### src/hdl/gem_pkg.sv
`default_nettype none

package gem_pkg;

    localparam int PIX_W       = 8;
    localparam int POS_W       = 10;
    localparam int ENERGY_W    = 10;
    localparam int TDATA_W     = 32;
    localparam int CFG_DATA_W  = 11;
    localparam int CFG_INDEX_W = 8;
    localparam int SIZE_RESET  = 1024;
    localparam int LINE_SLOTS  = 3;
    localparam int SLOT_W      = 2;
    localparam int NUM_EMIT    = 4;

    // configuration register indexes
    localparam logic [CFG_INDEX_W-1:0] REG_IMAGE_WIDTH  = CFG_INDEX_W'(0);
    localparam logic [CFG_INDEX_W-1:0] REG_IMAGE_HEIGHT = CFG_INDEX_W'(1);

    // bits of the per-pixel result mask, in delivery order
    localparam int EMIT_UP_LEFT   = 0;  // (r-1, c-1)
    localparam int EMIT_UP_CUR    = 1;  // (r-1, c) on the last column
    localparam int EMIT_LAST_LEFT = 2;  // (r, c-1) on the last row
    localparam int EMIT_LAST_CUR  = 3;  // (r, c) on the last pixel

    typedef logic [NUM_EMIT-1:0] emit_mask_t;

    // one column of the 3x3 window: rows r-2, r-1, r
    typedef struct packed {
        logic [PIX_W-1:0] above;
        logic [PIX_W-1:0] center;
        logic [PIX_W-1:0] below;
    } pix_col_t;

    // position of the pixel that completes a job, plus edge flags
    typedef struct packed {
        logic [POS_W-1:0] row;
        logic [POS_W-1:0] col;
        logic             first_row;  // r == 1, row above clamps
        logic             first_col;  // c == 1, left neighbor clamps
    } job_t;

endpackage

`default_nettype wire

### src/hdl/gem_emit.sv
`default_nettype none

module gem_emit (
    input  wire logic                         aclk,
    input  wire logic                         aresetn,
    input  wire logic                         job_valid,
    output logic                              job_ready,
    input  wire gem_pkg::job_t                job,
    input  wire gem_pkg::emit_mask_t          job_mask,
    input  wire gem_pkg::pix_col_t            job_col,
    output logic                              m_tvalid,
    input  wire logic                         m_tready,
    // [9:0] row, [19:10] column, [29:20] energy_x2, [31:30] zero
    output logic [gem_pkg::TDATA_W-1:0]       m_tdata,
    // frame_end
    output logic                              m_tlast
);
    import gem_pkg::*;

    pix_col_t   win0_reg, win1_reg, win2_reg;
    job_t       job_reg;
    emit_mask_t mask_reg;
    logic                m_tvalid_reg;
    logic [TDATA_W-1:0]  m_tdata_reg;
    logic                m_tlast_reg;

    emit_mask_t sel;
    emit_mask_t rest;
    logic       out_load;
    logic       issue;
    logic       job_take;
    logic       use_cur_col;
    logic       use_last_row;
    pix_col_t   vcol;
    pix_col_t   left_col;
    logic [PIX_W-1:0] h_left, h_right, v_above, v_below;
    logic [PIX_W-1:0] dx, dy;
    logic       x_dbl, y_dbl;
    logic [PIX_W:0]   ex, ey;
    logic [ENERGY_W-1:0] energy;
    logic [POS_W-1:0] res_row, res_col;

    assign out_load  = !m_tvalid_reg || m_tready;
    assign sel       = mask_reg & (~mask_reg + emit_mask_t'(1));
    assign rest      = mask_reg & ~sel;
    assign issue     = (|mask_reg) && out_load;
    assign job_ready = !(|mask_reg) || (issue && !(|rest));
    assign job_take  = job_valid && job_ready;

    always_comb begin
        use_cur_col  = sel[EMIT_UP_CUR] | sel[EMIT_LAST_CUR];
        use_last_row = sel[EMIT_LAST_LEFT] | sel[EMIT_LAST_CUR];
        vcol         = use_cur_col ? win2_reg : win1_reg;
        left_col     = (use_cur_col || job_reg.first_col) ? win1_reg : win0_reg;
        x_dbl        = use_cur_col || job_reg.first_col;
        if (use_last_row) begin
            // bottom edge: the pixel itself stands in for the row below
            h_left  = left_col.below;
            h_right = win2_reg.below;
            v_above = vcol.center;
            v_below = vcol.below;
            y_dbl   = 1'b1;
        end else begin
            h_left  = left_col.center;
            h_right = win2_reg.center;
            v_above = job_reg.first_row ? vcol.center : vcol.above;
            v_below = vcol.below;
            y_dbl   = job_reg.first_row;
        end
        dx      = (h_left > h_right) ? h_left - h_right : h_right - h_left;
        dy      = (v_above > v_below) ? v_above - v_below : v_below - v_above;
        ex      = x_dbl ? {dx, 1'b0} : {1'b0, dx};
        ey      = y_dbl ? {dy, 1'b0} : {1'b0, dy};
        energy  = ENERGY_W'(ex) + ENERGY_W'(ey);
        res_row = use_last_row ? job_reg.row : job_reg.row - POS_W'(1);
        res_col = use_cur_col ? job_reg.col : job_reg.col - POS_W'(1);
    end

    always_ff @(posedge aclk) begin
        if (!aresetn) begin
            mask_reg     <= '0;
            m_tvalid_reg <= 1'b0;
        end else begin
            if (job_take) begin
                mask_reg <= job_mask;
            end else if (issue) begin
                mask_reg <= rest;
            end
            if (issue) begin
                m_tvalid_reg <= 1'b1;
            end else if (m_tready) begin
                m_tvalid_reg <= 1'b0;
            end
        end
    end

    always_ff @(posedge aclk) begin
        if (job_take) begin
            win0_reg <= win1_reg;
            win1_reg <= win2_reg;
            win2_reg <= job_col;
            job_reg  <= job;
        end
        if (issue) begin
            m_tdata_reg <= TDATA_W'({energy, res_col, res_row});
            m_tlast_reg <= sel[EMIT_LAST_CUR];
        end
    end

    assign m_tvalid = m_tvalid_reg;
    assign m_tdata  = m_tdata_reg;
    assign m_tlast  = m_tlast_reg;

    a_pending_fills_output: assert property (@(posedge aclk) disable iff (!aresetn)
        (|mask_reg) && out_load |=> m_tvalid_reg)
        else $error("pending result not moved to output register");

    a_stall_keeps_pending: assert property (@(posedge aclk) disable iff (!aresetn)
        (|mask_reg) && !out_load |=> $stable(mask_reg))
        else $error("pending results changed while output stalled");

    a_final_pixel_all_four: assert property (@(posedge aclk) disable iff (!aresetn)
        job_take && job_mask[EMIT_LAST_CUR] |->
            job_mask[EMIT_LAST_LEFT] && job_mask[EMIT_UP_CUR] && job_mask[EMIT_UP_LEFT])
        else $error("final pixel does not flush four results");

endmodule

`default_nettype wire

### config.mk
export PLATFORM = sky130hd
export DESIGN_NAME = gem_emit
export DESIGN_NICKNAME = d
export VERILOG_FILES = /design/src/hdl/gem_pkg.sv /design/src/hdl/gem_emit.sv
export SDC_FILE = /design/constraint.sdc
export NUM_CORES = 1
export LEC_CHECK = 0
export BUFFER_PORTS_ARGS = -buffer_cell sky130_fd_sc_hd__buf_2
export CAP_MARGIN = 20
export CORE_MARGIN = 1
export CORE_UTILIZATION = 35
export DETAILED_ROUTE_END_ITERATION = 8
export HOLD_SLACK_MARGIN = 0.12
export PLACE_DENSITY_LB_ADDON = 0.05
export SYNTH_ARGS = -nofsm -noshare
export SYNTH_HDL_FRONTEND = slang
export SYNTH_SLANG_ARGS = --single-unit
### constraint.sdc
create_clock -name aclk -period 7.5 [get_ports aclk]
set_clock_uncertainty 0.1 [all_clocks]
set_input_delay 0.75 -clock aclk [delete_from_list [all_inputs] [get_ports aclk]]
set_output_delay 0.75 -clock aclk [all_outputs]
set_load 0.02 [all_outputs]
# Word level (Yosys, flattened, before mapping)
# Cells that the tools add are included.
# classes
addsub	8
multipliers	0
div	0
magnitude_cmp	2
eq_ne	0
n_shift	0
mux	17
bitwise	6
n_reduce_logical	13
# ops
op	n
8-bit two-way mux	6
8-bit subtractor	4
24-bit two-way mux	1
10-bit two-way mux	2
10-bit by 1-bit subtractor with 10-bit output (second input constant)	2
9-bit two-way mux	2
8-bit > comparator	2
16-bit two-way mux	1
9-bit by 9-bit adder with 10-bit output	1
4-bit bitwise AND	2
4-bit two-way mux	2
4-bit NOT	2
4-bit OR reduction	2
4-bit by 1-bit adder with 4-bit output (second input constant)	1
2-bit nonzero test	2
1-bit logical AND	3
1-bit zero test	3
1-bit logical OR	3
1-bit two-way mux	3
1-bit bitwise OR	2
# totals
regBits	122
latchBits	0
ram_bits	0
mem_bits_ro	0
in_bits	54
memories	0

# Longest topological paths before layout
# depth
depth_word	11
ltp_mapped	23
ltp_nobuf	20

# Worst setup path after synthesis
# Ideal clock, no wire load.
# synth_timing
path_kind	input to register
start	input m_tready
end	register job_reg[0] (netlist bit) (enable)
setup_ns	0.521
arrival_ns	4.821
slack_ns	2.058
stages	4
cell_sequence	nor2b_1 maj3_1 o21a_1 nor3b_2
# synth_between
elab_chain_cells	5
# synth_lines
element	line	source
from (decl)	gem_emit.sv:12	input wire logic m_tready,
1-bit logical OR	gem_emit.sv:43	assign out_load = !m_tvalid_reg || m_tready;
1-bit logical AND	gem_emit.sv:46	assign issue = (|mask_reg) && out_load;
1-bit logical AND	gem_emit.sv:47	assign job_ready = !(|mask_reg) || (issue && !(|rest));
1-bit logical OR	gem_emit.sv:47	
1-bit logical AND	gem_emit.sv:48	assign job_take = job_valid && job_ready;
named net job_take	gem_emit.sv:31	logic job_take;
to (signal assigned)	gem_emit.sv:102	job_reg <= job;
to (decl)	gem_emit.sv:21	job_t job_reg;
# The timed path passes the listed nets, and every way through them passes these cells.
# A chain may end at the register's enable or synchronous reset.

# Worst setup path in the final report
# layout_timing
start	register mask_reg[0]
end	register m_tdata_reg[29], in the netlist m_tdata[29] (data pin)
# layout_between
elab_chain_cells	11
# layout_lines
element	line	source
from (decl)	gem_emit.sv:22	emit_mask_t mask_reg;
from (signal assigned)	gem_emit.sv:85	mask_reg <= job_mask;
from (signal assigned)	gem_emit.sv:87	mask_reg <= rest;
4-bit NOT *	gem_emit.sv:44	assign sel = mask_reg & (~mask_reg + emit_mask_t'(1));
4-bit by 1-bit adder with 4-bit output *	gem_emit.sv:44	
4-bit bitwise AND *	gem_emit.sv:44	
1-bit bitwise OR	gem_emit.sv:51	use_cur_col = sel[EMIT_UP_CUR] | sel[EMIT_LAST_CUR];
24-bit two-way mux or 1-bit logical OR (tied branches)	gem_emit.sv:53, gem_emit.sv:54, gem_emit.sv:55	
8-bit two-way mux or 16-bit two-way mux (tied branches)	gem_emit.sv:66, gem_emit.sv:54	
8-bit two-way mux	gem_emit.sv:56	if (use_last_row) begin
8-bit subtractor (tied with other cells)	gem_emit.sv:71	dy = (v_above > v_below) ? v_above - v_below : v_below - v_above;
8-bit two-way mux, on equally long branches	gem_emit.sv:71, gem_emit.sv:70	
9-bit two-way mux, on equally long branches	gem_emit.sv:73, gem_emit.sv:72	
9-bit by 9-bit adder with 10-bit output *	gem_emit.sv:74	energy = ENERGY_W'(ex) + ENERGY_W'(ey);
named net energy[9]	gem_emit.sv:40	logic [ENERGY_W-1:0] energy;
to (signal assigned)	gem_emit.sv:105	m_tdata_reg <= TDATA_W'({energy, res_col, res_row});
to (decl)	gem_emit.sv:24	logic [TDATA_W-1:0] m_tdata_reg;
# Mark *: on every way through the listed nets, which the timed path passes. The rest lies on a longest branch.

==> summary.md <==
| Metric | Value |
|---|---|
| Status | finished, final reports clean |
| Setup_tns | 0 ns |
| DIE AREA | 0.0195 mm² |
| Crit path launch type | flip-flop |
| Cts bufs inserted | 17 |
| Root Driver | clkbuf_16 |
| Yosys top cell area share | 53.0% |
| Register area share after synthesis | approximately 54% |
| Worst Reg-to-Reg Cells | 19 |
| TritonRoute pass-1 iters | 4 |
| Reg clk slew, reported paths | 0.05 ns |
| Crit-path most repeated cell | o21ai_0 |
| Max FFs per register | 30 |
| Avg Cell Area, Syn | ~12 µm² |
| Hold Path Class | reg2reg |
| Library cells used by synthesis | 56 |
| Crit path capture type | flip-flop |
| Endpoints failing setup | 0 |
| Power per cell area | 359 mW/mm² |
| Post-synth EDFFs | 117 |
| Crit-path max FO | 20 |
| Least-Margin Pin Slew | 0.709 ns |
| Die Y | 140 µm |
| Hold wc startpoint | win2_reg[19]$_DFFE_PP_ |
| Core Region | 0.0183 mm² |
| Max Cap Viol | 0 |
| Rel. slew slack | a little over half |
| First-pass GRT wire length | 23.5 mm |
| Largest net degree at the start of global routing | 53 |
| CP startpoint | mask_reg[0]$_SDFFE_PN0P_ |
| Final hold violations | 0 |
| Cell Area, Synth | 0.00663 mm² |
| Crit-path max cell delay | 0.52 ns |
| Yosys warning count | 0 |
| Boundary Pins | 89 |
| CP Cell Sequence | nor2_1 -> o21a_1 -> buf_4 -> nor2_2 -> buf_4 -> mux4_2 -> ha_1 -> a21oi_1 -> o21ai_1 -> o21ai_2 -> mux2i_1 -> nand2_1 -> o21ai_0 -> ha_1 -> a21o_1 -> a21oi_1 -> o21ai_0 -> o41ai_1 -> o21ai_0 |
| Clock latency on the worst-skew pair | 0.41 ns |
| Fmax | 180 MHz |
| Row count | 49 |
| Initial Utilization | 36.3% |
| RR Startpoint | mask_reg[0]$_SDFFE_PN0P_ |
| Initial DRC Count | 334 |
| Crit Path Class | reg2reg |
| Top cells by area, synth | edfxtp_1, ha_1, nand2_1 |
| Top FF cell, synth | edfxtp_1 |
| Hold depth | 0 |
| Worst reg2reg path endpoint | m_tdata[29]$_DFFE_PP_ |
| CTS Sinks | 122 |
| Initial antenna violation count | 1 |
| Detail Route Antenna Nets | 0 |
| CTS tree | built |
| Fin crit period | 5.55 ns |
| Final Wtd Congestion | 0.826 |
| Leading area contributor after synthesis | edfxtp_1 |
| Critical-path top delay cell | mux4_2 |
| Area grow syn2layout | 20.1% |
| Buffers on Ports | 86 |
| DP Cell Count | approximately 850 |
| WL final | 14.5 mm |
| Post-CTS Resized | 0 |
| Final #Nets | between 700 and 800 |
| CP required | roughly 7.5 ns |
| Peak VDD IR | about 0.17 mV |
| Slew Limit Fails | 0 |
| # H-tree levels | 4 |
| Post-DP HPWL | 10.6 mm |
| DIE WIDTH | 140 µm |
| Ys async rst share | 0% |
| CTS Hold Bufs | 0 |
| Vias in the first global route | 4,421 |
| LEAKAGE | approximately 3.2 nW |
| CTS max path bufs | 2 |
| Crit path DAT | roughly 5.6 ns |
| Total GRT Usage | 15.9% |
| Hold endpoint | win1_reg[19]$_DFFE_PP_ |
| Number of synthesized register bits | ~120 |
| R2r setup slk | slightly below 2 ns |
| Overflow left after global routing | 0 |
| Most frequent cell after synthesis | edfxtp_1 |
| Via Count | roughly 4.4k |
| Share of layout cells above drive strength 1 | 22.9% |
| Wire length per cell | about 16 µm |
| Final Non-Filler Cells | 879 |
| RSZ-0062 raised after global routing | false |
| Final Cycle Share | 74.0% |
| DRC Markers | 0 |
| Synth cell count leaders | edfxtp_1, nand2_1, ha_1 |
| Setup bufs post-CTS | 0 |
| Via density | ~5 |
| # diodes | 0 |
| Mapped Cells | 544 |
==> worst max-delay path: cells and delay by family, from the launching register on <==
kind	cells	cell delay (ns)
mux	2	0.82
simple gates	3	0.61
flops	1	0.47
compound gates	10	2.08
buf+inv	2	0.52
fa+ha+maj	2	0.68
==> stage by stage <==
stage / cell area [µm²] / utilization (%) / setup slack (ns) / total power [mW] / hold slack [ns]
CTS: 7940 / 43.4 / 1.83 / 2.89 / 0.356
global route: 7960 / 43.6 / 1.46 / 3.06 / 0.374
floorplan: 6640 / - / 2.06 / 1.77 / 0.321
finish: 7960 / 43.6 / 1.95 / 2.86 / 0.354
global placement: 7330 / 40.1 / 1.90 / 2.02 / 0.337
detailed placement: 7330 / 40.1 / 1.86 / 2.03 / 0.349
==> placed cells by master, fill, tap and decap left out, types with 4 or more instances in the layout <==
master / count
a211oi_1: 9
a21o_1: 6
a21oi_1: 21
a31oi_1: 4
and2_1: 8
buf_2: 86
buf_4: 7
bufinv_16: 4
clkbuf_16: 17
dfxtp_1: 5
edfxtp_1: 117
fa_1: 5
ha_1: 41
inv_1: 27
mux2_2: 7
mux2i_1: 25
mux4_2: 8
nand2_1: 68
nand2b_1: 5
nand3_1: 15
nor2_1: 21
nor2b_1: 4
nor3_1: 11
o21ai_0: 30
xnor2_1: 25
xor2_1: 12
==> metal layers <==
| metal | share of wire (%) | wire, µm | global-route usage, % |
|---|---|---|---|
| met5 | 0 | 0 | 0 |
| met4 | 1.3 | 184 | 5.49 |
| met3 | 4.2 | 614 | 4.16 |
| met2 | 47 | 6850 | 26.1 |
| met1 | 47 | 6810 | 20.3 |
==> cell type report <==
class                   instances  area (µm²)
well taps                     229         287
flip-flops and latches        122        3610
clock buffers                  19         433
multi-input cells             376        2850
fillers                      1693       10300
clock inverters                12         174
inverters                      27         101
repair buffers                 94         510
==> logic make-up after synthesis <==
group | count (synthesis) | share of synthesized area [%]
buffers and inverters | 47 | 3.09
muxes | 40 | 7.68
AOI/OAI and AO/OA | 95 | 8.85
other | 1 | 0.0565
and+or+nand+nor | 155 | 11.5
xor gates and xnor gates | 37 | 4.89
adders and majority gates | 47 | 9.40
DFF | 122 | 54.5
==> power by group <==
part | switching, mW | total (mW) | leakage (nW) | internal (mW)
clock network | 0.296 | 0.848 | 0.287 | 0.553
logic | 0.624 | 1.08 | 1.75 | 0.453
registers | 0.0371 | 0.932 | 1.17 | 0.895
total | 0.957 | 2.86 | 3.21 | 1.90
==> worst max path at each step <==
stage | to | slack, ns | cells past startpoint
finish | m_tdata[29]$_DFFE_PP_ | 1.95 | 19
global route | m_tdata[29]$_DFFE_PP_ | 1.46 | 19
CTS | m_tdata[29]$_DFFE_PP_ | 1.83 | 16
detailed placement | m_tdata[29]$_DFFE_PP_ | 1.86 | 18
global placement | m_tdata[29]$_DFFE_PP_ | 1.90 | 19
floorplan | job_reg[0]$_DFFE_PP_ | 2.06 | 4
(Power assumes the default switching activity.)
